## config.mk

```make
export PLATFORM = sky130hd
export DESIGN_NAME = cossim_queue
export DESIGN_NICKNAME = d
export VERILOG_FILES = /design/src/hw/rtl/cossim_pkg.sv /design/src/hw/rtl/cossim_queue.sv
export SDC_FILE = /design/constraint.sdc
export NUM_CORES = 1
export LEC_CHECK = 0
export ABC_AREA = 1
export BUFFER_PORTS_ARGS = -buffer_cell sky130_fd_sc_hd__buf_2
export CORE_MARGIN = 1.5
export CORE_UTILIZATION = 47
export DETAILED_ROUTE_END_ITERATION = 10
export GPL_ROUTABILITY_DRIVEN = 1
export PLACE_DENSITY = 0.79
export SYNTH_ARGS = -nofsm -noshare
export SYNTH_HDL_FRONTEND = slang
export SYNTH_SLANG_ARGS = --single-unit
```

## constraint.sdc

```tcl
create_clock -name clk -period 7.4 [get_ports clk]
set_clock_uncertainty 0.1 [all_clocks]
set_input_delay 0.37 -clock clk [delete_from_list [all_inputs] [get_ports clk]]
set_output_delay 0.37 -clock clk [all_outputs]
set_load 0.1 [all_outputs]
```

## src/hw/rtl/cossim_pkg.sv

```systemverilog
`timescale 1ns / 1ps

package cossim_pkg;

    localparam int ELEM_W  = 16;
    localparam int PROD_W  = 2 * ELEM_W;
    localparam int ACC_W   = 48;
    localparam int SQ_W    = 2 * ACC_W;      // product of the two magnitudes
    localparam int HALF_W  = ACC_W / 2;      // partial-product operand width
    localparam int DIV_W   = ACC_W + 16;     // dividend width
    localparam int Q_W     = 16;
    localparam int QUEUE_DEPTH = 2;

    localparam logic signed [ACC_W-1:0] ACC_MAX = {1'b0, {(ACC_W-1){1'b1}}};
    localparam logic signed [ACC_W-1:0] ACC_MIN = {1'b1, {(ACC_W-1){1'b0}}};
    localparam logic [Q_W-2:0] SIM_MAX = {(Q_W-1){1'b1}};

    // Finished sums of one vector pair, passed from front to back.
    typedef struct packed {
        logic signed [ACC_W-1:0] dot;
        logic [ACC_W-1:0]        mag_a;
        logic [ACC_W-1:0]        mag_b;
    } acc_rec_t;

    typedef enum logic [4:0] {
        ST_IDLE = 5'b00001,
        ST_MUL  = 5'b00010,
        ST_SQRT = 5'b00100,
        ST_DIV  = 5'b01000,
        ST_DONE = 5'b10000
    } back_state_t;

    // Saturating accumulate of one product into a 48-bit sum.
    function automatic logic signed [ACC_W-1:0] sat_add(
        input logic signed [ACC_W-1:0]  acc,
        input logic signed [PROD_W-1:0] inc
    );
        logic signed [ACC_W:0] s;
        s = {acc[ACC_W-1], acc} + {{(ACC_W+1-PROD_W){inc[PROD_W-1]}}, inc};
        if (s[ACC_W] != s[ACC_W-1])
            return s[ACC_W] ? ACC_MIN : ACC_MAX;
        else
            return s[ACC_W-1:0];
    endfunction

endpackage

```

## src/hw/rtl/cossim_queue.sv

```systemverilog
`timescale 1ns / 1ps

module cossim_queue
    import cossim_pkg::*;
(
    input  logic     clk,
    input  logic     rst_n,
    input  logic     push,
    input  acc_rec_t push_rec,
    output logic     full,
    input  logic     pop,
    output logic     empty,
    output acc_rec_t head
);

    localparam int PTR_W = $clog2(QUEUE_DEPTH);

    acc_rec_t               entry_reg [QUEUE_DEPTH];
    logic [PTR_W-1:0]       wr_ptr_reg, rd_ptr_reg;
    logic [PTR_W:0]         count_reg;

    assign full  = (count_reg == (PTR_W+1)'(QUEUE_DEPTH));
    assign empty = (count_reg == '0);
    assign head  = entry_reg[rd_ptr_reg];

    always_ff @(posedge clk or negedge rst_n)
    begin
        if (!rst_n)
        begin
            wr_ptr_reg <= '0;
            rd_ptr_reg <= '0;
            count_reg  <= '0;
        end
        else
        begin
            if (push)
                wr_ptr_reg <= wr_ptr_reg + 1'b1;
            if (pop)
                rd_ptr_reg <= rd_ptr_reg + 1'b1;
            if (push && !pop)
                count_reg <= count_reg + 1'b1;
            else if (pop && !push)
                count_reg <= count_reg - 1'b1;
        end
    end

    always_ff @(posedge clk)
    begin
        if (push)
            entry_reg[wr_ptr_reg] <= push_rec;
    end

endmodule

```

## After elaboration in Yosys (flattened, before gate mapping)

Memory sizes are Yosys's and may differ from the RTL's.
Index checks and enable logic that the tools add are counted.

- Word-level logic and storage cells: 19
- Bits in registers: 4
- Bits of input ports: 148
- Memories: 1
- Bits in writable memories: 288
- Output and inout port bits: 146

- Multiplexer cells: 4
- Equal/unequal tests: 1
- Reduce and logical (&&, ||, !) cells: 6
- Add/sub/neg operators: 4

Memory list:

| name | depth | bits a word | read ports | clocked after Yosys merged registers in | wr ports | line | RTL |
|---|---|---|---|---|---|---|---|
| entry_reg | 2 | 144 | 1 | 0 | 1 | cossim_queue.sv:18 | `acc_rec_t entry_reg [QUEUE_DEPTH];` |

Operators by type and width:

| operator | count |
|---|---|
| 2-bit 2-to-1 mux | 2 |
| 1-bit adder, second input constant | 2 |
| 2-bit by 1-bit adder with 2-bit output, second input constant | 1 |
| 2-bit equality test, second input constant | 1 |
| 1-bit logical AND | 2 |
| 1-bit zero test | 2 |
| 2-bit zero test | 1 |
| 1-bit 2-to-1 mux | 2 |
| 2-bit nonzero test | 1 |
| 2-bit by 1-bit subtractor with 2-bit output, second input constant | 1 |

## Depth between registers and ports, before layout

- Word-level depth: 4
- Gate-level depth with buffers: 7

## Least setup slack after synthesis

OpenSTA, ideal clock, no wires.

- Path kind: input to register
- Start: in push
- End: mem entry_reg[0][0] (netlist name), enable pin
- Slack: 215 ps
- Stages: 2
- Arrival time: 6,431 ps
- Library setup time: 653 ps
- Data required time: 6,647 ps
- Cell sequence: inv_1 > nor2_1

- Cells in the longest elaborated chain, start to end: 2

Ends and longest elaborated chain:

| what | line | RTL |
|---|---|---|
| from (decl) | cossim_queue.sv:8 | `input logic push,` |
| 1-bit 2-to-1 mux | cossim_queue.sv:49 | `if (push)` |
| 1-bit 2-to-1 mux (not written as such) | cossim_queue.sv:50 | `entry_reg[wr_ptr_reg] <= push_rec;` |
| to (decl) | cossim_queue.sv:18 |  |

No other way between the ends.

==> key figures <==
Status
  • Status: completed

Yosys
  • Sequential cell area fraction in the yosys report: 81.1%
  • Synth Register Bits: 292
  • Synth cell types: 14
  • Net Count, Synth: 622
  • Synth warn: 0
  • Mapped Avg Cell Area: 22.8 sq um
  • Synthesized instance count: 473
  • Netlist Area Pre-Place: 10,800 sq um

Final layout
  • Fill count: 1,500
  • Post-route cell area: 14,900 sq um
  • NumNets Final: 1,083
  • Most common cell after layout, fill and taps aside: buf_2
  • Max reg flops: 288
  • Post-layout util: 66.1%
  • Share of cells above drive strength 1: 50.8%
  • Non-Filler Instances: 1,243
  • Commonest cells after routing, fill and taps aside: 293 x buf_2, 288 x edfxtp_1, 147 x dlygate4sd3_1
  • Area Overhead vs Synth: 38.3%

Worst setup path
  • Data arrival, critical path: 2.88 ns
  • WS Path Type: reg -> out
  • CP max stage cell: dfrtp_4
  • Number of cells on the critical path: 3
  • Worst setup EP type: output port
  • Crit path buf inv count: 2
  • CP peak stage delay: 0.80 ns
  • Crit-path cells: buf_4, mux2_2, buf_2
  • Critical path peak fanout: 62
  • Reg2Reg Depth: 3
  • CP delay by family, top: buffers and inverters
  • Worst setup SP type: flip-flop
  • Worst Path Required: 6.93 ns

Drt
  • Initial DRC count: 321
  • Routed wire length per instance: 18.1 microns
  • DRC viols: 0
  • Final WL: 22,500 microns
  • Pre-Repair DR Iteration Count: 4
  • Vias/cell: 4.89
  • Vias: 6,078
  • Antenna viol nets, final: 0

Global routing
  • Grt total ovfl: 0
  • Largest net degree at the start of global routing: 93
  • Vias in the first global route: 6,471
  • Overall routing resource usage: 18.4%
  • Antenna violations before repair: 1
  • First-pass GRT wire length: 34,000 microns

Die
  • I/O pins: 294
  • Die Ht: 155 microns
  • Die footprint: 23,900 sq um
  • Initial Utilization: 47.8%
  • Core area: 22,600 sq um
  • Die X: 155 microns
  • Rows: 55

Placed design
  • Placed cells: 1,041
  • Port-buffer cells: 293
  • Gpl congestion: 0.727
  • Cell Area, Placed: 12,500 sq um
  • DP HPWL: 12,800 microns

Clocking
  • CTS Buffer Depth: 3
  • Cts bufs inserted: 29
  • H-tree Lvls: 1
  • Clock Root Buffer: clkbuf_16
  • Post-CTS sizing: 0
  • Worst-skew pair later-pin latency: 0.53 ns
  • Clk sink count: 292
  • Clk pin slew, worst setup/hold paths: 0.06 ns
  • CTS tree: yes

Timing
  • Setup TNS: 0 ns
  • Post-layout minimum cycle time: 3.35 ns
  • Worst Tran Pin Value: 0.896 ns
  • Setup-failing EPs final: 0
  • Fin crit share: 45.2%
  • Achievable Freq: 299 MHz
  • Unrepaired setup endpoints after global routing: false
  • Hold Violations, Final: 0
  • Fin. max-slew vios: 0
  • Worst rel slew slack: 40.3%

Job
  • Max Cap Viol: 0

Min path
  • Hold crit path type: in -> async
## kinds of logic (layout without fill, tap and decap cells)
group / Yosys count / after routing / synth area share [%]
fa+ha+maj: 1 / 1 / 0.116
buf+inv: 23 / 507 / 1.39
other cells: 0 / 1 / 0
mux: 144 / 144 / 16.8
simple gates: 10 / 10 / 0.383
flops: 292 / 292 / 81.1
xor+xnor: 3 / 3 / 0.244
## worst paths after layout
kind / from / to / slack, ns
max: rd_ptr_reg / head[25] / 4.05
min reg2reg: count_reg[1] / count_reg[1] / 0.42
min: rst_n / wr_ptr_reg / 0.10
max in group asynchronous: rst_n / rd_ptr_reg / 6.94
min in group clk: count_reg[1] / count_reg[1] / 0.42
max reg2reg: wr_ptr_reg / entry_reg[1][41] / 5.02
## layer usage
| metal | up-vias | GRT usage [%] | part of all wire (%) | routed length [microns] |
|---|---|---|---|---|
| met4 | 0 | 6.91 | 3.2 | 727 |
| met3 | 59 | 4.65 | 7.4 | 1660 |
| met5 | - | 0 | 0 | 0 |
| met2 | 257 | 33.7 | 52 | 11800 |
| met1 | 2960 | 20.5 | 37 | 8400 |
| li1 | 2802 | - | - | - |
## Yosys cell counts
master	count	share of area, %
buf_6	7	0.73
nor2_1	3	0.10
buf_2	9	0.42
dfrtp_1	4	0.93
xnor2_1	1	0.081
mux2_4	50	7.0
nand2_1	5	0.17
nand4_1	1	0.058
xor2_1	2	0.16
mux2_2	94	9.8
edfxtp_1	288	80
nand3_1	1	0.046
ha_1	1	0.12
inv_1	7	0.24
## final cells by class
cell class              count  area [sq um]  share of cell area (%)
diodes                      1          2.50                  0.0168
clock buffers              35           748                    5.02
clock inverters            19           145                   0.973
inverters                   7          31.3                   0.210
multi-input cells         158          1900                    12.7
flip-flops and latches    292          8750                    58.7
well taps                 285           357                    2.39
repair buffers            446          2980                    20.0
## through the flow
step                      setup slack, ns  hold slack, ns
after floorplan                     0.215         -0.0256
after global placement               4.51          0.0819
after global routing                 3.89          0.0853
after detailed placement             4.55          0.0863
final                                4.05           0.102
after CTS                            3.97          0.0630
## worst reg2reg max path, cell delays in order (launching register included)
cell and delay, ns:
dfrtp_1 0.42, nand2_1 0.14, inv_6 0.61, buf_4 0.72
## what timing repair did
action | in CTS | in global routing
endpoints found under the hold margin | 294 | 0
buffers inserted | 0 | 0
hold buffers | 147 | 0
Power is not shown: default switching activity piles up to over one toggle a cycle in this logic, so the estimate is an artifact.
