<file path="config.mk">
export PLATFORM = sky130hd
export DESIGN_NAME = cossim_front
export DESIGN_NICKNAME = d
export VERILOG_FILES = /design/src/hw/rtl/cossim_pkg.sv /design/src/hw/rtl/cossim_front.sv
export SDC_FILE = /design/constraint.sdc
export NUM_CORES = 2
export LEC_CHECK = 0
export ABC_AREA = 1
export BUFFER_PORTS_ARGS = -buffer_cell sky130_fd_sc_hd__buf_2
export CORE_MARGIN = 5
export CORE_UTILIZATION = 41
export DETAILED_ROUTE_END_ITERATION = 10
export SYNTH_ARGS = -nofsm -noshare
export SYNTH_HDL_FRONTEND = slang
export SYNTH_SLANG_ARGS = --single-unit
</file>
<file path="constraint.sdc">
create_clock -name clk -period 4.25 [get_ports clk]
set_clock_uncertainty 0.2 [all_clocks]
set_input_delay 0.425 -clock clk [delete_from_list [all_inputs] [get_ports clk]]
set_output_delay 0.425 -clock clk [all_outputs]
set_load 0.005 [all_outputs]
</file>
<file path="src/hw/rtl/cossim_pkg.sv">
`timescale 1ns / 1ps

package cossim_pkg;

    localparam int ELEM_W  = 16;
    localparam int PROD_W  = 2 * ELEM_W;
    localparam int ACC_W   = 48;
    localparam int SQ_W    = 2 * ACC_W;      // product of the two magnitudes
    localparam int HALF_W  = ACC_W / 2;      // partial-product operand width
    localparam int DIV_W   = ACC_W + 16;     // dividend width
    localparam int Q_W     = 16;
    localparam int QUEUE_DEPTH = 2;

    localparam logic signed [ACC_W-1:0] ACC_MAX = {1'b0, {(ACC_W-1){1'b1}}};
    localparam logic signed [ACC_W-1:0] ACC_MIN = {1'b1, {(ACC_W-1){1'b0}}};
    localparam logic [Q_W-2:0] SIM_MAX = {(Q_W-1){1'b1}};

    // Finished sums of one vector pair, passed from front to back.
    typedef struct packed {
        logic signed [ACC_W-1:0] dot;
        logic [ACC_W-1:0]        mag_a;
        logic [ACC_W-1:0]        mag_b;
    } acc_rec_t;

    typedef enum logic [4:0] {
        ST_IDLE = 5'b00001,
        ST_MUL  = 5'b00010,
        ST_SQRT = 5'b00100,
        ST_DIV  = 5'b01000,
        ST_DONE = 5'b10000
    } back_state_t;

    // Saturating accumulate of one product into a 48-bit sum.
    function automatic logic signed [ACC_W-1:0] sat_add(
        input logic signed [ACC_W-1:0]  acc,
        input logic signed [PROD_W-1:0] inc
    );
        logic signed [ACC_W:0] s;
        s = {acc[ACC_W-1], acc} + {{(ACC_W+1-PROD_W){inc[PROD_W-1]}}, inc};
        if (s[ACC_W] != s[ACC_W-1])
            return s[ACC_W] ? ACC_MIN : ACC_MAX;
        else
            return s[ACC_W-1:0];
    endfunction

endpackage

</file>
<file path="src/hw/rtl/cossim_front.sv">
`timescale 1ns / 1ps

module cossim_front
    import cossim_pkg::*;
(
    input  logic                     clk,
    input  logic                     rst_n,
    input  logic                     in_valid,
    output logic                     in_ready,
    input  logic signed [ELEM_W-1:0] elem_a,
    input  logic signed [ELEM_W-1:0] elem_b,
    input  logic                     last_elem,
    output logic                     push,
    output acc_rec_t                 push_rec,
    input  logic                     q_full
);

    logic                     s1_valid_reg, s1_valid_next;
    logic                     s1_last_reg;
    logic signed [PROD_W-1:0] ab_reg, aa_reg, bb_reg;
    logic signed [ACC_W-1:0]  dot_reg, dot_next;
    logic signed [ACC_W-1:0]  maga_reg, maga_next;
    logic signed [ACC_W-1:0]  magb_reg, magb_next;
    logic signed [ACC_W-1:0]  dot_sum, maga_sum, magb_sum;
    logic                     s1_adv;
    logic                     take;

    // A marked pair waits in stage 1 until the queue has room.
    assign s1_adv   = s1_valid_reg && !(s1_last_reg && q_full);
    assign in_ready = !s1_valid_reg || s1_adv;
    assign take     = in_valid && in_ready;

    assign dot_sum  = sat_add(dot_reg, ab_reg);
    assign maga_sum = sat_add(maga_reg, aa_reg);
    assign magb_sum = sat_add(magb_reg, bb_reg);

    assign push           = s1_adv && s1_last_reg;
    assign push_rec.dot   = dot_sum;
    assign push_rec.mag_a = maga_sum;
    assign push_rec.mag_b = magb_sum;

    always_comb
    begin
        s1_valid_next = s1_valid_reg;
        dot_next      = dot_reg;
        maga_next     = maga_reg;
        magb_next     = magb_reg;
        if (take)
            s1_valid_next = 1'b1;
        else if (s1_adv)
            s1_valid_next = 1'b0;
        if (s1_adv)
        begin
            if (s1_last_reg)
            begin
                dot_next  = '0;
                maga_next = '0;
                magb_next = '0;
            end
            else
            begin
                dot_next  = dot_sum;
                maga_next = maga_sum;
                magb_next = magb_sum;
            end
        end
    end

    always_ff @(posedge clk or negedge rst_n)
    begin
        if (!rst_n)
        begin
            s1_valid_reg <= 1'b0;
            dot_reg      <= '0;
            maga_reg     <= '0;
            magb_reg     <= '0;
        end
        else
        begin
            s1_valid_reg <= s1_valid_next;
            dot_reg      <= dot_next;
            maga_reg     <= maga_next;
            magb_reg     <= magb_next;
        end
    end

    always_ff @(posedge clk)
    begin
        if (take)
        begin
            s1_last_reg <= last_elem;
            ab_reg      <= elem_a * elem_b;
            aa_reg      <= elem_a * elem_a;
            bb_reg      <= elem_b * elem_b;
        end
    end

endmodule

</file>
[Word-level counts from Yosys, hierarchy flattened]
Cells that the tools add are included.
Storage, ports and cells
  logic and storage cells: 36
  flip-flop bits (word level): 242
  output and inout port bits: 146
Cells by class
  muxes and demuxes: 11
  equality and inequality tests: 3
  $mul: 3
  reduce and logical (&&, ||, !) cells: 8
  add/subtract/negate cells: 3
Operators by type and width (number)
  48-bit 2-to-1 mux: 9
  48-bit by 32-bit adder with 49-bit output: 3
  16-bit by 16-bit multiplier with 32-bit output: 3
  1-bit logical AND: 4
  1-bit inequality test: 3
  1-bit logical NOT: 2
  1-bit 2-to-1 mux: 2
  2-bit nonzero test: 1
  1-bit logical OR: 1

[Longest topological paths before layout]
  word-level depth: 6
  gate-level depth with buffers: 28
  mapped depth without buffers: 26

[Worst setup path after synthesis]
Ideal clock, no wire load.
  path kind: in2reg
  start point: input port elem_a[15]
  end point: register ab_reg[28], data pin
  path slack: -2030 ps
  cell stages on the path: 21
  library setup time: 262 ps
  data arrival time: 5817 ps
  buffers on the path: 2
  data required time: 3788 ps
  path through: clkbuf_1 -> clkbuf_1 -> nand2_1 -> inv_1 -> fa_1 -> fa_1 -> fa_1 -> fa_1 -> fa_1 -> inv_1 -> fa_1 -> inv_1 -> ha_1 -> nand2_1 -> nor2_1 -> inv_1 -> nor2_1 -> nand2_1 -> o211ai_1 -> a21oi_1 -> xor2_1
Between the ends
  longest elaborated chain between the ends: 1
RTL lines
  start, declared: line cossim_front.sv:10  | input logic signed [ELEM_W-1:0] elem_a,
  16-bit by 16-bit multiplier with 32-bit output: line cossim_front.sv:92  | ab_reg <= elem_a * elem_b;
  end signal, assigned: line cossim_front.sv:92
  end, declared: line cossim_front.sv:20  | logic signed [PROD_W-1:0] ab_reg, aa_reg, bb_reg;
Every way passes these cells.
A chain may end at the register's enable or synchronous reset.

[Worst setup path in the final report]
  start point: input port elem_b[15]
  end point: register bb_reg[28], data pin
Between the ends
  longest elaborated chain between the ends: 1
RTL lines
  start, declared: line cossim_front.sv:11  | input logic signed [ELEM_W-1:0] elem_b,
  16-bit by 16-bit multiplier with 32-bit output: line cossim_front.sv:94  | bb_reg <= elem_b * elem_b;
  end signal, assigned: line cossim_front.sv:94
  end, declared: line cossim_front.sv:20
Every way passes these cells.

==> flow_summary.ini <==
[status]
status = complete, but fails checks
violations = negative setup slack

[yosys]
syn_avg_cell_area_sq_um = 7.26
synth_fp_nets = 7980
synth_enable_flop_cells = 95
synth_cell_types = 46
synth_area_sq_um = 49400
yosysWarnings = 0
async_flop_share_pct = 60.4
synth_seq_cells = 240
synthCells = 6805
ys.flop_type = dfrtp_1
seq_area_frac_synth_pct = 13.1

[timing]
setup_viol = 72
tns_ps = -58940
slew_violations = 0
period_share_pct = 127
tightest_slew_ps = 944
fmax_mhz = 185
worst_slack_ps = -1150
hold_violations = 0
slew_headroom_pct = 37.1
finalCriticalPeriod_ps = 5400
grt_setup_unrepaired = yes

[floorplan]
pin_count = 183
dieArea_sq_um = 128000
initial_utilization_pct = 41.2
core_area_sq_um = 120000
die_height_microns = 357
fp-row-count = 127
die_width_microns = 357

[cells_and_area]
syn_to_final_growth_pct = 30.3
post-route-util_pct = 53.8
layout_commonest_cell = nand2_1
n_antenna_cell = 0
drive_gt1_share_pct = 23.8
fill_cells = 11400
finalNetCount = 8830
mostFrequentLayoutCells = 1995 x nand2_1, 1432 x inv_1, 650 x fa_1

[critical_path]
r2r_end = magb_reg[0]
rrSetupSlack_ps = 950
cp_slowest_cell = fa_2
crit_chain = buf_12 > buf_12 > nand2_4 > inv_4 > fa_2 > buf_12 > fa_2 > buf_4 > fa_2 > fa_1 > fa_1 > inv_1 > fa_1 > inv_2 > ha_4 > buf_4 > nand2_4 > nor3_4 > nand4_1 > nand3_2 > a21oi_2 > xor2_1
path_buf_inv = 8
critPathTopFamily = adder cells
critical_path.max_stage_delay_ps = 620
start_kind = input port
cp_num_cells = 22
arrival_ps = 5510
cp.required_ps = 4360
reg2reg_from = bb_reg[31]
cp-end-kind = flop
reg2regPathDepth = 19
critPathKind = input port to flop
path_max_fanout = 5

[detailed_routing]
via_per_inst = 4.84
first_pass_iters = 6
via_count = 45000
drc_errors = 0
wl_mm = 158
wl_per_cell_microns = 17.0
ant_nets = 0
dr.first_iter.drc_count = 3088

[placement]
place_congestion = 0.970
port_buffers = 182
post-place-ws_ps = -2140
place_hpwl_mm = 128

[global_routing]
grt_start_max_net_pins = 79
grt_overflow = 0
grt_use_total_pct = 24.7
grt_antenna_before_repair = 0
grt_pass1_wl_mm = 252
grt_pass1_vias = 46300

[clock_tree]
cts-htree-levels = 2
cts-buffers-inserted = 35
insertion_delay_ps = 570
cts_root_buf = clkbuf_16
cts_sinks = 240
clkTransAtPathRegs_ps = 60
clockBufferDepth = 3
cts_tree = done

[job]
maxCapViolCount = 0

[hold_path]
min_path_type = input port to async pin
[metal layers]
layer	global-route usage (%)	up-vias	wire length [microns]
met2	40.1	981	71900
li1	-	21900	-
met3	1.69	183	6790
met1	36.0	21800	74700
met4	6.46	0	4780
met5	0	-	0
[synthesized netlist by cell type, types with 74 or more instances]
master | count | area share [%]
ha_1 | 408 | 10
dfrtp_1 | 145 | 7.3
xor2_1 | 145 | 2.6
inv_1 | 1603 | 12
a21oi_1 | 258 | 2.6
edfxtp_1 | 95 | 5.8
o21ai_0 | 107 | 1.1
nand2_1 | 2176 | 17
fa_1 | 730 | 30
nand3_1 | 172 | 1.7
nor2_1 | 409 | 3.1
clkbuf_1 | 138 | 1.0
xnor2_1 | 74 | 1.3
[repair_timing]
action / 4_1_cts / 5_1_grt
setup endpoints to repair: 81 / 184
pin swaps: 297 / 331
hold buffers: 4 / 0
hold endpoints to repair: 71 / 0
setup buffers: 120 / 99
gates resized for setup: 696 / 405
cloned: 16 / 2
[area by class of cell]
type	count	area (sq um)	share of cell area, %
tap	1612	2020	3.13
multi-input combinational	4779	39700	61.7
sequential	240	6480	10.1
timing repair buffer	990	8980	13.9
inverter	1609	6070	9.43
clock inverter	21	200	0.311
clock buffer	43	936	1.45
[worst max path at each step]
stage | start | endpoint | slack [ps]
finish | elem_b[15] | bb_reg[28] | -1150
global route | elem_a[15] | aa_reg[28] | -1270
global placement | elem_a[15] | aa_reg[24] | -2080
CTS | elem_b[15] | bb_reg[30] | -1030
floorplan | elem_a[15] | ab_reg[28] | -1390
detailed placement | elem_a[15] | aa_reg[24] | -2140
[worst register-to-register path: cells and delay by family (launching register included)]
kind / cells / cell delay, ps
buffers and inverters: 4 / 670
and+or+nand+nor: 14 / 1430
DFF: 1 / 350
adders and majority gates: 1 / 500
[per-stage QoR]
stage,hold slack (ps),instance area [sq um],instances
finish,182,64400,9294
floorplan,-70.6,50900,6805
detailed placement,270,57300,9024
global placement,260,57300,9024
global route,214,64400,9294
CTS,182,62400,9215
[cells by family (layout without fill, tap and decap cells)]
| family | Yosys count | in the layout | synth area share (%) |
|---|---|---|---|
| buf+inv | 1786 | 2663 | 13.9 |
| fa+ha+maj | 1138 | 1138 | 39.9 |
| simple gates | 2919 | 2919 | 23.4 |
| compound gates | 503 | 503 | 5.80 |
| xor+xnor | 219 | 219 | 3.88 |
| flops | 240 | 240 | 13.1 |
Power is left out: the tool's default activity adds up to more than one toggle a clock period on the data nets, which glitch-free logic cannot reach.
