--- config.mk ---
export PLATFORM = sky130hd
export DESIGN_NAME = cossim_back
export DESIGN_NICKNAME = d
export VERILOG_FILES = /design/src/hw/rtl/cossim_pkg.sv /design/src/hw/rtl/cossim_back.sv
export SDC_FILE = /design/constraint.sdc
export NUM_CORES = 2
export LEC_CHECK = 0
export BUFFER_PORTS_ARGS = -buffer_cell sky130_fd_sc_hd__buf_2
export CAP_MARGIN = 20
export CELL_PAD_IN_SITES_DETAIL_PLACEMENT = 0
export CELL_PAD_IN_SITES_GLOBAL_PLACEMENT = 2
export CORE_UTILIZATION = 38
export CTS_CLUSTER_SIZE = 12
export DETAILED_ROUTE_END_ITERATION = 7
export MAX_ROUTING_LAYER = met4
export PLACE_DENSITY = 0.85
export SLEW_MARGIN = 20
export SYNTH_ARGS = -nofsm -noshare
export SYNTH_HDL_FRONTEND = slang
export SYNTH_SLANG_ARGS = --single-unit
--- constraint.sdc ---
create_clock -name clk -period 8.3 [get_ports clk]
set_input_delay 0 -clock clk [delete_from_list [all_inputs] [get_ports clk]]
set_output_delay 0 -clock clk [all_outputs]
set_load 0.005 [all_outputs]
--- src/hw/rtl/cossim_pkg.sv ---
`timescale 1ns / 1ps

package cossim_pkg;

    localparam int ELEM_W  = 16;
    localparam int PROD_W  = 2 * ELEM_W;
    localparam int ACC_W   = 48;
    localparam int SQ_W    = 2 * ACC_W;      // product of the two magnitudes
    localparam int HALF_W  = ACC_W / 2;      // partial-product operand width
    localparam int DIV_W   = ACC_W + 16;     // dividend width
    localparam int Q_W     = 16;
    localparam int QUEUE_DEPTH = 2;

    localparam logic signed [ACC_W-1:0] ACC_MAX = {1'b0, {(ACC_W-1){1'b1}}};
    localparam logic signed [ACC_W-1:0] ACC_MIN = {1'b1, {(ACC_W-1){1'b0}}};
    localparam logic [Q_W-2:0] SIM_MAX = {(Q_W-1){1'b1}};

    // Finished sums of one vector pair, passed from front to back.
    typedef struct packed {
        logic signed [ACC_W-1:0] dot;
        logic [ACC_W-1:0]        mag_a;
        logic [ACC_W-1:0]        mag_b;
    } acc_rec_t;

    typedef enum logic [4:0] {
        ST_IDLE = 5'b00001,
        ST_MUL  = 5'b00010,
        ST_SQRT = 5'b00100,
        ST_DIV  = 5'b01000,
        ST_DONE = 5'b10000
    } back_state_t;

    // Saturating accumulate of one product into a 48-bit sum.
    function automatic logic signed [ACC_W-1:0] sat_add(
        input logic signed [ACC_W-1:0]  acc,
        input logic signed [PROD_W-1:0] inc
    );
        logic signed [ACC_W:0] s;
        s = {acc[ACC_W-1], acc} + {{(ACC_W+1-PROD_W){inc[PROD_W-1]}}, inc};
        if (s[ACC_W] != s[ACC_W-1])
            return s[ACC_W] ? ACC_MIN : ACC_MAX;
        else
            return s[ACC_W-1:0];
    endfunction

endpackage

--- src/hw/rtl/cossim_back.sv ---
`timescale 1ns / 1ps

module cossim_back
    import cossim_pkg::*;
(
    input  logic                  clk,
    input  logic                  rst_n,
    input  logic                  q_empty,
    input  acc_rec_t              head,
    output logic                  pop,
    output logic                  out_valid,
    input  logic                  out_ready,
    output logic signed [Q_W-1:0] similarity,
    output logic                  zero_magnitude
);

    back_state_t             state_reg, state_next;
    logic [5:0]              cnt_reg, cnt_next;
    logic [ACC_W-1:0]        ma_reg, mb_reg;
    logic [ACC_W-1:0]        mag_reg;
    logic                    neg_reg, zero_reg;
    logic [2*HALF_W-1:0]     pp_reg;
    logic [1:0]              pp_sh_reg;
    logic [SQ_W-1:0]         p_reg;
    logic [ACC_W-1:0]        rem_reg;
    logic [ACC_W-1:0]        root_reg;
    logic [DIV_W-1:0]        n_reg, d_reg;
    logic [Q_W-1:0]          q_reg;
    logic                    out_valid_reg;
    logic signed [Q_W-1:0]   sim_reg;
    logic                    zflag_reg;

    logic [HALF_W-1:0]       op_a, op_b;
    logic [SQ_W-1:0]         pp_placed;
    logic [ACC_W+1:0]        rem_ext, trial, rem_diff;
    logic                    rem_ge;
    logic [ACC_W-1:0]        root_next;
    logic                    n_ge;
    logic [Q_W-2:0]          q_mag;
    logic signed [Q_W-1:0]   sim_val;
    logic                    out_load;

    assign pop       = (state_reg == ST_IDLE) && !q_empty;
    assign out_load  = (state_reg == ST_DONE) && (!out_valid_reg || out_ready);
    assign out_valid = out_valid_reg;
    assign similarity     = sim_reg;
    assign zero_magnitude = zflag_reg;

    // 24x24 partial products: cnt[1] picks the half of A, cnt[0] the half of B.
    assign op_a = cnt_reg[1] ? ma_reg[ACC_W-1:HALF_W] : ma_reg[HALF_W-1:0];
    assign op_b = cnt_reg[0] ? mb_reg[ACC_W-1:HALF_W] : mb_reg[HALF_W-1:0];

    always_comb
    begin
        case (pp_sh_reg)
            2'b00:   pp_placed = {{(SQ_W-2*HALF_W){1'b0}}, pp_reg};
            2'b10:   pp_placed = {pp_reg, {(SQ_W-2*HALF_W){1'b0}}};
            default: pp_placed = {{HALF_W{1'b0}}, pp_reg, {HALF_W{1'b0}}};
        endcase
    end

    // Square root, one result bit per cycle from the top pair of P.
    assign rem_ext  = {rem_reg, p_reg[SQ_W-1:SQ_W-2]};
    assign trial    = {root_reg, 2'b01};
    assign rem_ge   = (rem_ext >= trial);
    assign rem_diff = rem_ext - trial;
    assign root_next = {root_reg[ACC_W-2:0], rem_ge};

    assign n_ge = (n_reg >= d_reg);

    assign q_mag   = q_reg[Q_W-1] ? SIM_MAX : q_reg[Q_W-2:0];
    assign sim_val = neg_reg ? -$signed({1'b0, q_mag}) : $signed({1'b0, q_mag});

    always_comb
    begin
        state_next = state_reg;
        cnt_next   = cnt_reg;
        case (state_reg)
            ST_IDLE:
            begin
                if (!q_empty)
                begin
                    cnt_next = '0;
                    if (head.mag_a == '0 || head.mag_b == '0)
                        state_next = ST_DONE;
                    else
                        state_next = ST_MUL;
                end
            end
            ST_MUL:
            begin
                cnt_next = cnt_reg + 1'b1;
                if (cnt_reg == 6'd4)
                begin
                    cnt_next   = '0;
                    state_next = ST_SQRT;
                end
            end
            ST_SQRT:
            begin
                cnt_next = cnt_reg + 1'b1;
                if (cnt_reg == 6'(ACC_W-1))
                begin
                    cnt_next   = '0;
                    state_next = ST_DIV;
                end
            end
            ST_DIV:
            begin
                cnt_next = cnt_reg + 1'b1;
                if (cnt_reg == 6'(Q_W-1))
                    state_next = ST_DONE;
            end
            ST_DONE:
            begin
                if (out_load)
                    state_next = ST_IDLE;
            end
            default:
            begin
                state_next = ST_IDLE;
            end
        endcase
    end

    always_ff @(posedge clk or negedge rst_n)
    begin
        if (!rst_n)
        begin
            state_reg     <= ST_IDLE;
            cnt_reg       <= '0;
            out_valid_reg <= 1'b0;
        end
        else
        begin
            state_reg <= state_next;
            cnt_reg   <= cnt_next;
            if (out_load)
                out_valid_reg <= 1'b1;
            else if (out_ready)
                out_valid_reg <= 1'b0;
        end
    end

    always_ff @(posedge clk)
    begin
        case (state_reg)
            ST_IDLE:
            begin
                ma_reg   <= head.mag_a;
                mb_reg   <= head.mag_b;
                p_reg    <= '0;
                q_reg    <= '0;
                zero_reg <= (head.mag_a == '0 || head.mag_b == '0);
                neg_reg  <= head.dot[ACC_W-1] && head.mag_a != '0 && head.mag_b != '0;
                mag_reg  <= head.dot[ACC_W-1] ? ACC_W'(-head.dot) : ACC_W'(head.dot);
            end
            ST_MUL:
            begin
                pp_reg    <= op_a * op_b;
                pp_sh_reg <= {1'b0, cnt_reg[1]} + {1'b0, cnt_reg[0]};
                if (cnt_reg != '0)
                    p_reg <= p_reg + pp_placed;
                rem_reg  <= '0;
                root_reg <= '0;
            end
            ST_SQRT:
            begin
                p_reg    <= {p_reg[SQ_W-3:0], 2'b00};
                rem_reg  <= rem_ge ? rem_diff[ACC_W-1:0] : rem_ext[ACC_W-1:0];
                root_reg <= root_next;
                // Dividend mag*2^16 + R, divisor 2R aligned to quotient bit 15.
                n_reg <= {mag_reg, 16'b0} + {16'b0, root_next};
                d_reg <= {root_next, 16'b0};
            end
            ST_DIV:
            begin
                if (n_ge)
                    n_reg <= n_reg - d_reg;
                d_reg <= d_reg >> 1;
                q_reg <= {q_reg[Q_W-2:0], n_ge};
            end
            ST_DONE:
            begin
                if (out_load)
                begin
                    sim_reg   <= zero_reg ? '0 : sim_val;
                    zflag_reg <= zero_reg;
                end
            end
            default:
            begin
                q_reg <= q_reg;
            end
        endcase
    end

endmodule

**After elaboration in Yosys (flattened, before gate mapping)**

Index checks and enable logic that the tools add are counted.

- Muxes and demuxes: 28
- Bitwise gates (word level): 1
- Divide/modulo/power cells: 0
- Eq/ne operators: 16
- Multiply operators: 1
- Shift-type cells: 0
- $lt $le $gt $ge: 2
- Reduce and logical (&&, ||, !) cells: 26
- $add $sub $neg: 8

Operator list:

| cell | count |
|---|---|
| one-hot mux 96 bit (3 select lines) | 1 |
| one-hot mux 64 bit (2 select lines) | 2 |
| one-hot mux 48 bit (2 select lines) | 2 |
| one-hot mux 96 bit (2 select lines) | 1 |
| adder 96 bit | 1 |
| zero test 48 bit | 2 |
| two-way mux 96 bit | 1 |
| nonzero test 48 bit | 2 |
| adder 64 x 48 -> 64 bit | 1 |
| greater-or-equal comparator 64 bit | 1 |
| two-way mux 64 bit | 1 |
| subtractor 64 bit | 1 |
| greater-or-equal comparator 50 bit | 1 |
| multiplier 24 x 24 -> 48 bit | 1 |
| two-way mux 24 bit | 2 |
| two-way mux 48 bit | 1 |
| negation 48 bit | 1 |
| subtractor 48 bit | 1 |
| two-way mux 47 bit | 1 |
| one-hot mux 16 bit (2 select lines) | 1 |
| two-way mux 15 bit | 2 |
| two-way mux 5 bit | 6 |
| one-hot mux 5 bit (5 select lines) | 1 |
| one-hot mux 6 bit (4 select lines) | 1 |
| 27 further kinds | 47 |

- Input port bits: 148
- Output and inout port bits: 19
- Memories: 0
- Bits in writable memories: 0
- Word-level logic and storage cells: 102
- Bits in latches: 0
- Flip-flop bits (word level): 561
- Bits in read-only memories: 0

**Logic depth before layout (Yosys ltp)**

- Word-level depth: 5
- Gate-level depth with buffers: 32
- Mapped depth without buffers: 28

**Worst setup path after synthesis**

Ideal clock, no wire load.

- Path type: register -> register
- Start: register cnt_reg[0]
- End: register pp_reg[47], data pin
- Cell stages (with the launch flop): 28
- Buffers on the path: 3
- Data arrival time: 8085 ps
- Library setup time: 260 ps
- Data required time: 8040 ps
- Slack: -45 ps
- Clock period less this slack: 8345 ps
- Path through: dfrtp_1 -> clkbuf_1 -> buf_1 -> mux2i_1 -> clkbuf_1 -> nor2_1 -> fa_1 -> fa_1 -> inv_1 -> fa_1 -> fa_1 -> inv_1 -> fa_1 -> fa_1 -> inv_1 -> fa_1 -> inv_1 -> ha_1 -> and3_1 -> nand2_1 -> o41ai_1 -> a21oi_1 -> o21ai_0 -> a21oi_1 -> a311oi_1 -> a221o_1 -> a21oi_1 -> xnor2_1

- Longest elaborated chain between the ends: 2

Ends and longest elaborated chain:

| element | line | text |
|---|---|---|
| start: declaration | cossim_back.sv:18 | `logic [5:0] cnt_reg, cnt_next;` |
| start signal: assignment | cossim_back.sv:137 | `cnt_reg <= cnt_next;` |
| two-way mux 24 bit | cossim_back.sv:51 | `assign op_b = cnt_reg[0] ? mb_reg[ACC_W-1:HALF_W] : mb_reg[HALF_W-1:0];` |
| multiplier 24 x 24 -> 48 bit | cossim_back.sv:160 | `pp_reg <= op_a * op_b;` |
| end signal: assignment | cossim_back.sv:160 |  |
| end: declaration | cossim_back.sv:22 | `logic [2*HALF_W-1:0] pp_reg;` |

Every way passes these cells.
A chain may end at the register's enable or synchronous reset.

**Worst setup path after layout**

- Start: register cnt_reg[1]
- End: register pp_reg[47], data pin

- Longest elaborated chain between the ends: 2

Ends and longest elaborated chain:

| element | line | text |
|---|---|---|
| two-way mux 24 bit | cossim_back.sv:50 | `assign op_a = cnt_reg[1] ? ma_reg[ACC_W-1:HALF_W] : ma_reg[HALF_W-1:0];` |
| multiplier 24 x 24 -> 48 bit | cossim_back.sv:160 |  |

Every way passes these cells.

==> metrics.cfg <==
[outcome]
status=finished clean

[clock_tree]
cts.sinks=561
cts_buffers=71
htreeDepth=3
postCtsSetupRepairBufs=0
path_clk_slew_ns=0.07
worst_skew_pair.late_latency_ns=0.71
cts-root-buf=clkbuf_16
clockBufferDepth=3
cts_tree=built

[cells_and_area]
largest_reg_flops=96
nets=7347
drive_gt1_frac=0.0799
area_delta_synth_final_pct=13.6
antennaDiodeCount=0
finalInstanceArea_sq_mm=0.0634

[sta]
final-setup-viol-count=0
tightest_slew_ns=1.10
hold_viol=0
rsz0062_at_grt=yes
period_needed_ns=8.07
fmax_ghz=0.124
fin_skew_ns=0.0670
period_share=0.972
slew-limit-headroom=0.265
report.final.slew_viol_count=0

[worst_setup_path]
cp_top_family=adder cells
crit_path_end_kind=register
slowest_stage=fa_1
cp_num_buf_inv=6
crit_arrival_ns=8.47
cp_max_fo=41
critPathRequiredTime_ns=8.70
cpMostUsedCell=fa_1
critPathLaunchType=register
path_class=register to register
max_stage_delay_ns=0.57

[floorplanning]
die_w_microns=385
die_h_microns=385
core-area_sq_mm=0.146
io_pins=167
placementRows=140
start_util=0.383
die-area_sq_mm=0.148

[yosys]
ys_top_cells_by_count=inv_1 (750), nand2_1 (671), nor2_1 (599), edfxtp_1 (549), fa_1 (485)
synth_edf_count=549
ys_top_cells_by_area=edfxtp_1 (30%), fa_1 (17%), ha_1 (9.4%)
synth_nets=7064
synth-compound-area-share=0.144
yosys_register_bits=561
synth_top_family_by_area=adder cells
synth-seq-area-share=0.301
yosys.area_share.adder=0.268
synthesis.area_sq_mm=0.0558
synthMuxAreaShare=0.0236
synth_cell_types=82
synth-simple-area-share=0.143
syn_inst=6012
synth_ff_type=edfxtp_1
synth_top_cell_area_share=0.296
synthXorXnorAreaFrac=0.0515
yosysMostFrequentCell=inv_1
avgSynthCellArea_sq_um=9.28
synth_top_cell_by_area=edfxtp_1
async_reset_ff_frac=0.0214
yosys_warnings=0

[placement]
port_buffers=166
gp_congestion=0.965
place_area_sq_mm=0.0591
hpwl_microns=140000

[global_route]
antenna_found_initial=4
grt_overflow=0
grt_use_total=0.246
grt_pass1_vias=44000
grt_pass1_wl_microns=270000
grt_max_degree=125

[route]
vias=44300
firstDrtPassIters=6
ant_nets=0
first_iter_violations=3424
drc=0
wl_per_cell_microns=21.5
wl_microns=178000
vias_per_cell=5.36

[hold_path]
hp-class=primary input to register

[flow_run]
max-cap-violations=0

## per-stage QoR
stage	util	setup WS, ns	hold slack (ns)	TNS [ns]	cells
after floorplan	-	0.0228	-0.296	0	6012
after global placement	0.406	0.0317	-0.00852	0	7951
after detailed placement	0.406	-0.0148	-0.00879	-0.0148	7951
after CTS	0.435	0.0393	0.000857	0	8264
after global routing	0.435	-0.00435	0.0239	-0.00435	8264
final	0.435	0.234	0.0439	0	8264
## worst paths after layout
| check | startpoint | end | slack (ns) | depth (start not counted) |
|---|---|---|---|---|
| worst max-delay path | cnt_reg[1] | pp_reg[47] | 0.23 | 27 |
| worst min-delay path | head[52] | ma_reg[4] | 0.04 | 2 |
| worst max register to register | cnt_reg[1] | pp_reg[47] | 0.23 | 27 |
| worst min register to register | p_reg[64] | p_reg[66] | 0.50 | 2 |
| max in group asynchronous | rst_n | cnt_reg[0] | 6.26 | 4 |
| min in group asynchronous | rst_n | state_reg[0] | 0.41 | 3 |
## repair_timing
item	CTS	global route
hold endpoints to repair	183	0
hold buffers	188	0
setup endpoints to repair	2	5
gates resized for setup	1	14
## layout by cell type (no fill, tap or decap), types with 53 or more instances in the layout
cell             n
o21ai_0        355
edfxtp_1       549
a21o_1         152
nand3_1         67
clkbuf_16       71
dlygate4sd3_1  188
mux2i_1         67
xor2_1         108
nand4_1         98
ha_1           419
buf_2          166
a22o_1          60
xnor2_1        220
inv_1          748
a21oi_1        382
nor2_1         598
buf_4          116
nand2_1        669
fa_1           485
o21bai_1        53
and2_1          87
## final cells by class
| class | instances | area [sq um] |
|---|---|---|
| clock buffer | 82 | 1820 |
| clock inverter | 43 | 538 |
| fill | 14200 | 82200 |
| inverter | 750 | 2820 |
| multi-input combinational | 4432 | 35300 |
| sequential | 561 | 16800 |
| tap | 1917 | 2400 |
| timing repair buffer | 479 | 3760 |
## per-layer routing
layer,vias to the layer above,part of all wire,track usage
met5,-,0,-
met4,0,0.033,0.0756
met3,245,0.058,0.0306
met2,1320,0.45,0.377
met1,21700,0.46,0.339
li1,21100,-,-
## cell families (layout without fill, tap and decap cells)
kind of cell,Yosys count,after routing
DFF,561,561
AOI/OAI and AO/OA,1286,1286
muxes,126,126
buffers and inverters,1019,1354
adders and majority gates,904,904
xor gates and xnor gates,328,328
and+or+nand+nor,1788,1788
Power is left out: the tool's default activity adds up to more than one toggle a clock period on the data nets, which glitch-free logic cannot reach.
